[src/sv/rhc_pkg.sv]
// Shared constants, types and stage words for the RGB to HSV converter.
`default_nettype none

package rhc_pkg;

   localparam int CHANNEL_BITS      = 8;
   localparam int HUE_FRACTION_BITS = 6;

   localparam int HUE_BITS   = 9 + HUE_FRACTION_BITS;
   localparam int CHAN_MAX   = (1 << CHANNEL_BITS) - 1;
   localparam int HUE_TURN   = 360 << HUE_FRACTION_BITS;
   // divisors are 2*max or 2*delta
   localparam int DEN_BITS   = CHANNEL_BITS + 1;
   localparam int QUO_BITS   = (HUE_BITS > CHANNEL_BITS) ? HUE_BITS : CHANNEL_BITS;
   localparam int NUM_BITS   = DEN_BITS + QUO_BITS;
   // signed angle*delta, below 360*2^CHANNEL_BITS in magnitude
   localparam int ANGLE_BITS = CHANNEL_BITS + 11;

   typedef logic [CHANNEL_BITS-1:0]      chan_type;
   typedef logic [DEN_BITS-1:0]          den_type;
   typedef logic [NUM_BITS-1:0]          num_type;
   typedef logic [QUO_BITS-1:0]          quo_type;
   typedef logic signed [ANGLE_BITS-1:0] angle_type;

   localparam angle_type DEG_60  = ANGLE_BITS'(60);
   localparam angle_type DEG_120 = ANGLE_BITS'(120);
   localparam angle_type DEG_240 = ANGLE_BITS'(240);
   localparam angle_type DEG_360 = ANGLE_BITS'(360);

   typedef enum logic [1:0] {
      SECTOR_RED,
      SECTOR_GREEN,
      SECTOR_BLUE
   } sector_type;

   // word handed from the front end to the divider pipe
   typedef struct packed {
      num_type  hue_num;
      den_type  hue_den;
      num_type  sat_num;
      den_type  sat_den;
      chan_type brightness;
      logic     achromatic;
   } rhc_div_word_type;

   // one divider stage: partial remainders and quotients so far
   typedef struct packed {
      num_type  hue_rem;
      quo_type  hue_quo;
      den_type  hue_den;
      num_type  sat_rem;
      quo_type  sat_quo;
      den_type  sat_den;
      chan_type brightness;
      logic     achromatic;
   } rhc_div_stage_type;

endpackage

`default_nettype wire

[src/sv/rhc_front.sv]
// Front end: max/min/sector stage, then angle and divider operand stage.
`default_nettype none

module rhc_front (
   input  wire logic                      clock,
   input  wire logic                      reset,
   input  wire logic                      in_valid,
   output logic                           in_ready,
   input  wire rhc_pkg::chan_type         in_red,
   input  wire rhc_pkg::chan_type         in_green,
   input  wire rhc_pkg::chan_type         in_blue,
   output logic                           out_valid,
   input  wire logic                      out_ready,
   output rhc_pkg::rhc_div_word_type      out_word
);
   import rhc_pkg::*;

   typedef struct packed {
      chan_type   red;
      chan_type   green;
      chan_type   blue;
      chan_type   mx;
      chan_type   delta;
      sector_type sector;
   } stage_a_type;

   logic              a_vld_ff, b_vld_ff;
   logic              a_en, b_en;
   stage_a_type       a_in, a_ff;
   rhc_div_word_type  b_in, b_ff;

   chan_type          mx, mn;
   logic signed [CHANNEL_BITS:0] diff;
   angle_type         delta_s, base, t_raw, t_wrap;

   assign b_en     = !b_vld_ff || out_ready;
   assign a_en     = !a_vld_ff || b_en;
   assign in_ready = a_en;

   // stage A
   always_comb begin
      mx = in_red;
      mn = in_red;
      if (in_green > mx) mx = in_green;
      if (in_blue  > mx) mx = in_blue;
      if (in_green < mn) mn = in_green;
      if (in_blue  < mn) mn = in_blue;
      a_in.red   = in_red;
      a_in.green = in_green;
      a_in.blue  = in_blue;
      a_in.mx    = mx;
      a_in.delta = mx - mn;
      if (mx == in_red)        a_in.sector = SECTOR_RED;
      else if (mx == in_green) a_in.sector = SECTOR_GREEN;
      else                     a_in.sector = SECTOR_BLUE;
   end

   // stage B: angle times delta, wrapped to non-negative
   always_comb begin
      delta_s = $signed({{(ANGLE_BITS-CHANNEL_BITS){1'b0}}, a_ff.delta});
      case (a_ff.sector)
         SECTOR_RED: begin
            diff = $signed({1'b0, a_ff.green}) - $signed({1'b0, a_ff.blue});
            base = '0;
         end
         SECTOR_GREEN: begin
            diff = $signed({1'b0, a_ff.blue}) - $signed({1'b0, a_ff.red});
            base = DEG_120 * delta_s;
         end
         SECTOR_BLUE: begin
            diff = $signed({1'b0, a_ff.red}) - $signed({1'b0, a_ff.green});
            base = DEG_240 * delta_s;
         end
         default: begin
            diff = '0;
            base = '0;
         end
      endcase
      t_raw  = base + DEG_60 * ANGLE_BITS'(diff);
      t_wrap = (t_raw < 0) ? t_raw + DEG_360 * delta_s : t_raw;

      b_in.hue_num    = (NUM_BITS'($unsigned(t_wrap)) << (HUE_FRACTION_BITS + 1))
                        + NUM_BITS'(a_ff.delta);
      b_in.hue_den    = {a_ff.delta, 1'b0};
      b_in.sat_num    = ((NUM_BITS'(a_ff.delta) * NUM_BITS'(CHAN_MAX)) << 1)
                        + NUM_BITS'(a_ff.mx);
      b_in.sat_den    = {a_ff.mx, 1'b0};
      b_in.brightness = a_ff.mx;
      b_in.achromatic = (a_ff.delta == '0);
   end

   always_ff @(posedge clock) begin
      if (reset) begin
         a_vld_ff <= 1'b0;
         b_vld_ff <= 1'b0;
      end else begin
         if (a_en) a_vld_ff <= in_valid;
         if (b_en) b_vld_ff <= a_vld_ff;
      end
   end

   always_ff @(posedge clock) begin
      if (a_en && in_valid) a_ff <= a_in;
      if (b_en && a_vld_ff) b_ff <= b_in;
   end

   assign out_valid = b_vld_ff;
   assign out_word  = b_ff;

endmodule

`default_nettype wire

[src/sv/rhc_div_pipe.sv]
// Restoring divider pipe, one quotient bit per stage, hue and saturation side by side.
`default_nettype none

module rhc_div_pipe (
   input  wire logic                      clock,
   input  wire logic                      reset,
   input  wire logic                      in_valid,
   output logic                           in_ready,
   input  wire rhc_pkg::rhc_div_word_type in_word,
   output logic                           out_valid,
   input  wire logic                      out_ready,
   output rhc_pkg::rhc_div_stage_type     out_stage
);
   import rhc_pkg::*;

   rhc_div_stage_type       st_ff [QUO_BITS];
   rhc_div_stage_type       st_in [QUO_BITS];
   rhc_div_stage_type       src;
   logic [QUO_BITS-1:0]     vld_ff;
   logic [QUO_BITS-1:0]     en;
   num_type                 hue_trial, sat_trial;

   // stage s loads when empty or when the stage after it moves
   always_comb begin
      for (int s = QUO_BITS - 1; s >= 0; s--) begin
         if (s == QUO_BITS - 1) en[s] = !vld_ff[s] || out_ready;
         else                   en[s] = !vld_ff[s] || en[s+1];
      end
   end

   assign in_ready = en[0];

   always_comb begin
      for (int s = 0; s < QUO_BITS; s++) begin
         if (s == 0) begin
            src.hue_rem    = in_word.hue_num;
            src.hue_quo    = '0;
            src.hue_den    = in_word.hue_den;
            src.sat_rem    = in_word.sat_num;
            src.sat_quo    = '0;
            src.sat_den    = in_word.sat_den;
            src.brightness = in_word.brightness;
            src.achromatic = in_word.achromatic;
         end else begin
            src = st_ff[s-1];
         end
         hue_trial = NUM_BITS'(src.hue_den) << (QUO_BITS - 1 - s);
         sat_trial = NUM_BITS'(src.sat_den) << (QUO_BITS - 1 - s);
         st_in[s] = src;
         if (src.hue_rem >= hue_trial) begin
            st_in[s].hue_rem = src.hue_rem - hue_trial;
            st_in[s].hue_quo[QUO_BITS-1-s] = 1'b1;
         end
         if (src.sat_rem >= sat_trial) begin
            st_in[s].sat_rem = src.sat_rem - sat_trial;
            st_in[s].sat_quo[QUO_BITS-1-s] = 1'b1;
         end
      end
   end

   always_ff @(posedge clock) begin
      if (reset) begin
         vld_ff <= '0;
      end else begin
         for (int s = 0; s < QUO_BITS; s++) begin
            if (en[s]) vld_ff[s] <= (s == 0) ? in_valid : vld_ff[s-1];
         end
      end
   end

   always_ff @(posedge clock) begin
      for (int s = 0; s < QUO_BITS; s++) begin
         if (en[s]) st_ff[s] <= st_in[s];
      end
   end

   assign out_valid = vld_ff[QUO_BITS-1];
   assign out_stage = st_ff[QUO_BITS-1];

endmodule

`default_nettype wire

[src/sv/rgb_to_hsv_converter_unit.sv]
// Top level of the pipelined RGB to HSV converter.
// Usage:
//   req_ channel: one RGB pixel word (req_red, req_green, req_blue) per
//   valid/ready handshake. rsp_ channel: one HSV word per pixel, in order:
//   hue in 1/64 degree (0..23039), saturation 0..255, brightness = largest
//   channel, achromatic set when all channels are equal (hue, sat = 0).
//   Throughput: one pixel per clock, sustained, when rsp_ready stays high.
//   Depth: QUO_BITS + 3 register stages (18 at the default widths): two
//   front-end stages (max/min/sector, then angle and divider operands), one
//   restoring-divider stage per quotient bit, and the output register.
//   The divider depth sets the latency.
//   Each stage has its own valid bit and loads when empty or when the next
//   stage moves, so bubbles close up and req_ready stays high while the
//   output word waits, until the pipe is full.
//   Stall: a held rsp_ready keeps the output word steady; nothing is lost
//   or repeated. Reset (synchronous, active high) empties every stage; no
//   other state exists.
`default_nettype none

module rgb_to_hsv_converter_unit (
   input  wire logic                            clock,
   input  wire logic                            reset,
   input  wire logic                            req_valid,
   output logic                                 req_ready,
   input  wire logic [rhc_pkg::CHANNEL_BITS-1:0] req_red,
   input  wire logic [rhc_pkg::CHANNEL_BITS-1:0] req_green,
   input  wire logic [rhc_pkg::CHANNEL_BITS-1:0] req_blue,
   output logic                                 rsp_valid,
   input  wire logic                            rsp_ready,
   output logic [rhc_pkg::HUE_BITS-1:0]         rsp_hue,
   output logic [rhc_pkg::CHANNEL_BITS-1:0]     rsp_saturation,
   output logic [rhc_pkg::CHANNEL_BITS-1:0]     rsp_brightness,
   output logic                                 rsp_achromatic
);
   import rhc_pkg::*;

   rhc_div_word_type   front_word;
   logic               front_valid, front_ready;
   rhc_div_stage_type  div_stage;
   logic               div_valid, div_ready;

   logic               rsp_valid_ff;
   logic [HUE_BITS-1:0]     hue_in, hue_ff;
   logic [CHANNEL_BITS-1:0] sat_in, sat_ff, bright_ff;
   logic               achro_ff;
   logic               out_en;

   rhc_front u_front (
      .clock     (clock),
      .reset     (reset),
      .in_valid  (req_valid),
      .in_ready  (req_ready),
      .in_red    (req_red),
      .in_green  (req_green),
      .in_blue   (req_blue),
      .out_valid (front_valid),
      .out_ready (front_ready),
      .out_word  (front_word)
   );

   rhc_div_pipe u_div (
      .clock     (clock),
      .reset     (reset),
      .in_valid  (front_valid),
      .in_ready  (front_ready),
      .in_word   (front_word),
      .out_valid (div_valid),
      .out_ready (div_ready),
      .out_stage (div_stage)
   );

   // output register parts the divider from the receiver
   assign out_en    = !rsp_valid_ff || rsp_ready;
   assign div_ready = out_en;

   // a hue that rounds to a full turn reads as zero; equal channels zero both
   always_comb begin
      if (div_stage.achromatic || div_stage.hue_quo >= QUO_BITS'(HUE_TURN)) begin
         hue_in = '0;
      end else begin
         hue_in = div_stage.hue_quo[HUE_BITS-1:0];
      end
      sat_in = div_stage.achromatic ? '0 : div_stage.sat_quo[CHANNEL_BITS-1:0];
   end

   always_ff @(posedge clock) begin
      if (reset) begin
         rsp_valid_ff <= 1'b0;
      end else if (out_en) begin
         rsp_valid_ff <= div_valid;
      end
   end

   always_ff @(posedge clock) begin
      if (out_en && div_valid) begin
         hue_ff    <= hue_in;
         sat_ff    <= sat_in;
         bright_ff <= div_stage.brightness;
         achro_ff  <= div_stage.achromatic;
      end
   end

   assign rsp_valid      = rsp_valid_ff;
   assign rsp_hue        = hue_ff;
   assign rsp_saturation = sat_ff;
   assign rsp_brightness = bright_ff;
   assign rsp_achromatic = achro_ff;

   // an empty output register means every stage can move
   a_ready_when_empty: assert property (@(posedge clock) disable iff (reset)
      !rsp_valid |-> req_ready)
      else $error("req_ready low with output register empty");

   a_achromatic_zeroes: assert property (@(posedge clock) disable iff (reset)
      (rsp_valid && rsp_achromatic) |-> (rsp_hue == '0 && rsp_saturation == '0))
      else $error("achromatic word with nonzero hue or saturation");

   a_hue_below_turn: assert property (@(posedge clock) disable iff (reset)
      rsp_valid |-> (rsp_hue < HUE_BITS'(HUE_TURN)))
      else $error("hue at or beyond a full turn");

   a_chroma_needs_value: assert property (@(posedge clock) disable iff (reset)
      (rsp_valid && !rsp_achromatic) |-> (rsp_brightness != '0))
      else $error("chromatic word with zero brightness");

endmodule

`default_nettype wire
[config.mk]
export PLATFORM = sky130hd
export DESIGN_NAME = rgb_to_hsv_converter_unit
export DESIGN_NICKNAME = d
export VERILOG_FILES = /design/src/sv/rhc_pkg.sv /design/src/sv/rhc_front.sv /design/src/sv/rhc_div_pipe.sv /design/src/sv/rgb_to_hsv_converter_unit.sv
export SDC_FILE = /design/constraint.sdc
export NUM_CORES = 2
export LEC_CHECK = 0
export BUFFER_PORTS_ARGS = -buffer_cell sky130_fd_sc_hd__buf_2
export CAP_MARGIN = 15
export CORE_MARGIN = 10
export CORE_UTILIZATION = 59
export DETAILED_ROUTE_END_ITERATION = 7
export MAX_ROUTING_LAYER = met4
export PLACE_DENSITY_LB_ADDON = 0.12
export SYNTH_ARGS = -nofsm -noshare
export SYNTH_HDL_FRONTEND = slang
export SYNTH_HIERARCHICAL = 1
export SYNTH_SLANG_ARGS = --single-unit
[constraint.sdc]
create_clock -name clock -period 20.1 [get_ports clock]
set_clock_uncertainty 0.15 [all_clocks]
set_input_delay 6.03 -clock clock [delete_from_list [all_inputs] [get_ports clock]]
set_output_delay 6.03 -clock clock [all_outputs]
set_load 0.02 [all_outputs]
## Yosys cells after proc, flatten, opt, wreduce, memory -nomap -nowiden

Memory sizes are Yosys's and may differ from the RTL's.
Cells that the tools add are included.
Widths: inputs -> output; s select.

| word-level totals | value |
|---|---|
| RAM bits | 1,575 |
| output and inout bits | 34 |
| memories | 1 |
| latch bits | 0 |
| memory bits (read-only) | 0 |
| input port bits | 28 |
| logic and storage cells | 255 |
| register bits | 157 |

Memories:

| name | depth | width | rd ports | clocked after memory_dff | write ports | line | RTL |
|---|---|---|---|---|---|---|---|
| u_div.st_ff | 15 | 105 | 15 | 0 | 15 | rhc_div_pipe.sv:16 | `rhc_div_stage_type st_ff [QUO_BITS];` |

| cells by class | value |
|---|---|
| magnitude comparators | 36 |
| add/subtract/negate cells | 38 |
| shift operators | 0 |
| equality and inequality tests | 4 |
| mux-type cells | 96 |
| div/mod/pow operators | 0 |
| multipliers | 5 |
| bitwise logic cells | 0 |
| reductions and logical operators | 42 |

Operators with widths:

| kind | count |
|---|---|
| $mux 24 | 28 |
| $mux 1 | 58 |
| $mux 25 | 2 |
| $ge 24x10->1 | 2 |
| $ge 24x11->1 | 2 |
| $ge 24x12->1 | 2 |
| $ge 24x13->1 | 2 |
| $ge 24x14->1 | 2 |
| $ge 24x15->1 | 2 |
| $ge 24x16->1 | 2 |
| $ge 24x17->1 | 2 |
| $ge 24x18->1 | 2 |
| $ge 24x19->1 | 2 |
| $ge 24x20->1 | 2 |
| $ge 24x21->1 | 2 |
| $ge 24x22->1 | 2 |
| $ge 24x23->1 | 2 |
| $ge 24x9->1 | 2 |
| $sub 24x10->24 | 2 |
| $sub 24x11->24 | 2 |
| $sub 24x12->24 | 2 |
| $sub 24x13->24 | 2 |
| $sub 24x14->24 | 2 |
| $sub 24x15->24 | 2 |
| other kinds (36) | 91 |

## Longest topological paths before layout

| logic depth | value |
|---|---|
| word-level depth | 20 |
| mapped depth | 34 |
| gate-level depth less buffers | 34 |

## Hierarchy

The synthesis kept the hierarchy.

By module, submodules not included:

| module | times used | cells each | seq. area each (um2) | area each (um2) |
|---|---|---|---|---|
| rhc_div_pipe | 1 | 4,706 | 41,289.6 | 63,060.5 |
| rhc_front | 1 | 1,203 | 2,772.7 | 11,487.3 |
| rgb_to_hsv_converter_unit | 1 | 80 | 980.9 | 1,425.1 |

## Worst setup path after synthesis

OpenSTA, ideal clock, no wires.

| timing path | value |
|---|---|
| kind | input-to-output |
| start | input rsp_ready |
| end | output req_ready |
| slack | -0.075 ns |
| path buffers | 0 |
| cell stages on the path | 10 |
| data required time | 13.920 ns |
| data arrival time | 13.995 ns |
| cells stage by stage | nand2b_1 nor2b_1 inv_1 nor2_1 nand2_1 nor2_1 and3_1 nand3_1 nor2b_1 nand2_1 |

| on the way | value |
|---|---|
| word-level cells in the longest chain between the ends | 18 |

Ends and longest elaborated chain:

| item | line | RTL |
|---|---|---|
| from (decl) | rgb_to_hsv_converter_unit.sv:29 | `input wire logic rsp_ready,` |
| $logic_or 1x1->1 | rgb_to_hsv_converter_unit.sv:73 | `assign out_en = !rsp_valid_ff \|\| rsp_ready;` |
| $logic_or 1x1->1 | rhc_div_pipe.sv:26 | `if (s == QUO_BITS - 1) en[s] = !vld_ff[s] \|\| out_ready;` |
| net u_div.en[14] | rhc_div_pipe.sv:20 | `logic [QUO_BITS-1:0] en;` |
| $logic_or 1x1->1 (5 in series) | rhc_div_pipe.sv:27 | `else en[s] = !vld_ff[s] \|\| en[s+1];` |
| net u_div.en[9] | rhc_div_pipe.sv:20 |  |
| $logic_or 1x1->1 (9 in series) | rhc_div_pipe.sv:27 |  |
| net front_ready | rgb_to_hsv_converter_unit.sv:38 | `logic front_valid, front_ready;` |
| $logic_or 1x1->1 | rhc_front.sv:36 | `assign b_en = !b_vld_ff \|\| out_ready;` |
| $logic_or 1x1->1 | rhc_front.sv:37 | `assign a_en = !a_vld_ff \|\| b_en;` |
| to (decl) | rgb_to_hsv_converter_unit.sv:24 | `output logic req_ready,` |

The timed path passes the listed nets, and every way through them passes these cells.

## Worst setup path after layout

| timing path | value |
|---|---|
| start | input rsp_ready |
| end | output req_ready |

| on the way | value |
|---|---|
| word-level cells in the longest chain between the ends | 18 |

Ends and longest elaborated chain:

| item | line | RTL |
|---|---|---|
| $logic_or 1x1->1 | rgb_to_hsv_converter_unit.sv:73 |  |
| net div_ready | rgb_to_hsv_converter_unit.sv:40 | `logic div_valid, div_ready;` |
| $logic_or 1x1->1 | rhc_div_pipe.sv:26 |  |
| net u_div.en[14] | rhc_div_pipe.sv:20 |  |
| $logic_or 1x1->1 (5 in series) | rhc_div_pipe.sv:27 |  |
| net u_div.en[9] | rhc_div_pipe.sv:20 |  |
| $logic_or 1x1->1 (9 in series) | rhc_div_pipe.sv:27 |  |
| net front_ready | rgb_to_hsv_converter_unit.sv:38 |  |
| $logic_or 1x1->1 | rhc_front.sv:36 |  |
| $logic_or 1x1->1 | rhc_front.sv:37 |  |

The timed path passes the listed nets, and every way through them passes these cells.

==> out/summary.txt <==
Total clock buffers created by CTS - 143
Worst skew pair latency - 750 ps
Crit path max fanout - 33
Mean instance size in the synthesized netlist - 12.5 sq um
Category of the critical setup timing path - input pin to output port
Number of port buffers - 61
Number of buffers added to fix hold violations after cts - 0
Number of maximum-capacitance constraint violations - 0
Hpwl dp - 91,400 microns
Setup slack of the worst register-to-register path - 12,040 ps
Clock net sink count - 1,356
Maximum number of pins on one net before global-route repair - 88
Final total negative setup slack - 0 ps
Max_slew headroom - 28.9%
Starting Density - 59.3%
Final setup violation count - 0
Setup repair after global routing missed its margin - no
Final routed wirelength across all metal layers - 121,000 microns
Number of global-route vias before repair - 41,680
Setup crit end kind - output port
Worst Path Arrival - 9860 ps
Post-CTS setup buffers - 0
Proportion of layout cells with a drive suffix above 1 - 7.93%
Root buffer cell - sky130_fd_sc_hd__clkbuf_16
Area growth from synthesis to layout - 9.54%
Die span in x - 364 microns
Fillcell total - 8,652
Post-CTS clock slew at the launch and capture registers of the worst setup and hold paths - 60 ps
Highest clock rate - 62.3 MHz
Tightest Pin Transition - 1070 ps
Count of final max-slew check failures - 0
Global-route usage over all layers - 18.9%
RePlAce Congestion - 0.929
Final Hold Fails - 0
DRC viols - 0
Layout net count - 6,288
Sum of overflow across all layers after global routing - 0
Hold Crit Class - flip-flop to flip-flop
Ports - 62
Portion of the clock cycle consumed by the worst path in the final layout - 79.8%
First-pass DRT Iterations - 7
Post-layout min period - 16,040 ps
Via count - 41,096
Starting DRT DRC Count - 2,216
DR vias/cell - 5.59
Crit path launch type - input pin
Data required time of the worst path - 13,920 ps
CTS tree - built
Number of nets with antenna violations after routing - 0
Syn. warnings - 6
Number of instances resized during post-cts repair - 0
Die Y - 364 microns
Cell area after synthesis - 0.0699 sq mm
Buffers from clock root to sink, at most - 3
Core box area - 0.118 sq mm
Result of the run - completed
Antenna violations before repair - 0
Level count of the clock H-tree - 4
Cell count after synthesis - 5,591
Site Rows - 126
Wire length per cell after detailed routing - 16.5 microns
Wire length of the first global-routing pass - 201,000 microns
Die ar. - 0.133 sq mm
==> flip-flops by register name, summed over array words and instances, names as in the netlist <==
signal and count:
rsp_hue 15, u_front/a_ff 42, u_front/a_vld_ff 1, u_div/vld_ff 15
rsp_achromatic 1, u_div/st_ff 1215, rsp_saturation 8, u_front/out_word 49
rsp_brightness 8, u_front/out_valid 1, rsp_valid 1
==> worst paths after layout <==
path / depth (start not counted) / start / to
worst min register to register: 0 / u_div/st_ff[0][289]$_DFFE_PP_ / u_div/st_ff[0][394]$_DFFE_PP_
worst min-delay path: 0 / u_div/st_ff[0][289]$_DFFE_PP_ / u_div/st_ff[0][394]$_DFFE_PP_
worst max-delay path: 13 / rsp_ready / req_ready
worst max register to register: 30 / u_front/a_ff[18]$_DFFE_PP_ / u_front/out_word[74]$_DFFE_PP_
==> worst max-delay path: stages <==
cell	delay [ps]
sky130_fd_sc_hd__buf_2	90
sky130_fd_sc_hd__nand2b_1	150
sky130_fd_sc_hd__nor2b_1	350
sky130_fd_sc_hd__inv_1	70
sky130_fd_sc_hd__buf_4	270
sky130_fd_sc_hd__nor2_1	350
sky130_fd_sc_hd__nand2_4	280
sky130_fd_sc_hd__nor2_1	810
sky130_fd_sc_hd__and3_1	490
sky130_fd_sc_hd__nand3_4	180
sky130_fd_sc_hd__nor2b_1	450
sky130_fd_sc_hd__nand2_1	120
sky130_fd_sc_hd__buf_2	180
==> per-stage QoR <==
step                      hold slack (ps)  cell area (sq um)  utilization (%)  setup slack [ps]  cells
after floorplan                       250              69900                -              1150   5599
after global placement                251              71700             60.9              4020   7096
after detailed placement              255              71700             60.9              4020   7096
after CTS                             231              76500             65.0              4000   7346
after global routing                  236              76500             65.0              3710   7349
final                                 231              76500             65.0              4060   7350
==> metal layers <==
| layer | vias up | share of wire, % | track usage, % |
|---|---|---|---|
| met5 | - | 0 | - |
| met2 | 648 | 54 | 35.2 |
| li1 | 20671 | - | - |
| met4 | 0 | 3.5 | 7.19 |
| met3 | 259 | 3.0 | 2.65 |
| met1 | 19518 | 40 | 20.1 |
==> cells in the final DEF, fill, tap and decap left out, drive strengths merged, types with 14 or more instances in the layout <==
cell / instances
nor2: 406
o22ai: 15
clkbuf: 166
o31ai: 39
o2bb2ai: 16
dfxtp: 18
xnor2: 216
o211ai: 14
inv: 554
nand2: 277
o21ai: 251
a21oi: 334
o31a: 37
nor4: 90
buf: 91
a22oi: 17
or2: 24
nand4: 45
mux2i: 16
a21o: 68
nand3: 65
a211oi: 29
edfxtp: 1338
or3b: 17
nor3: 134
nand2b: 65
or4: 44
xor2: 205
o21bai: 26
nor4b: 21
o21a: 102
fa: 95
nor2b: 99
mux2: 85
ha: 457
clkinv: 57
bufinv: 17
or3: 39
and3: 19
==> layout make-up <==
| type | count | area, sq um | area share, % |
|---|---|---|---|
| inverter | 550 | 2070 | 2.70 |
| clock inverter | 84 | 1080 | 1.41 |
| sequential | 1356 | 40500 | 53.0 |
| clock buffer | 166 | 3730 | 4.88 |
| timing repair buffer | 91 | 534 | 0.698 |
| tap | 1536 | 1920 | 2.51 |
| multi-input combinational | 3566 | 26700 | 34.8 |
| antenna | 1 | 2.50 | 0.00327 |
Power is left out: the tool's default activity adds up to more than one toggle a clock period on the data nets, which glitch-free logic cannot reach.
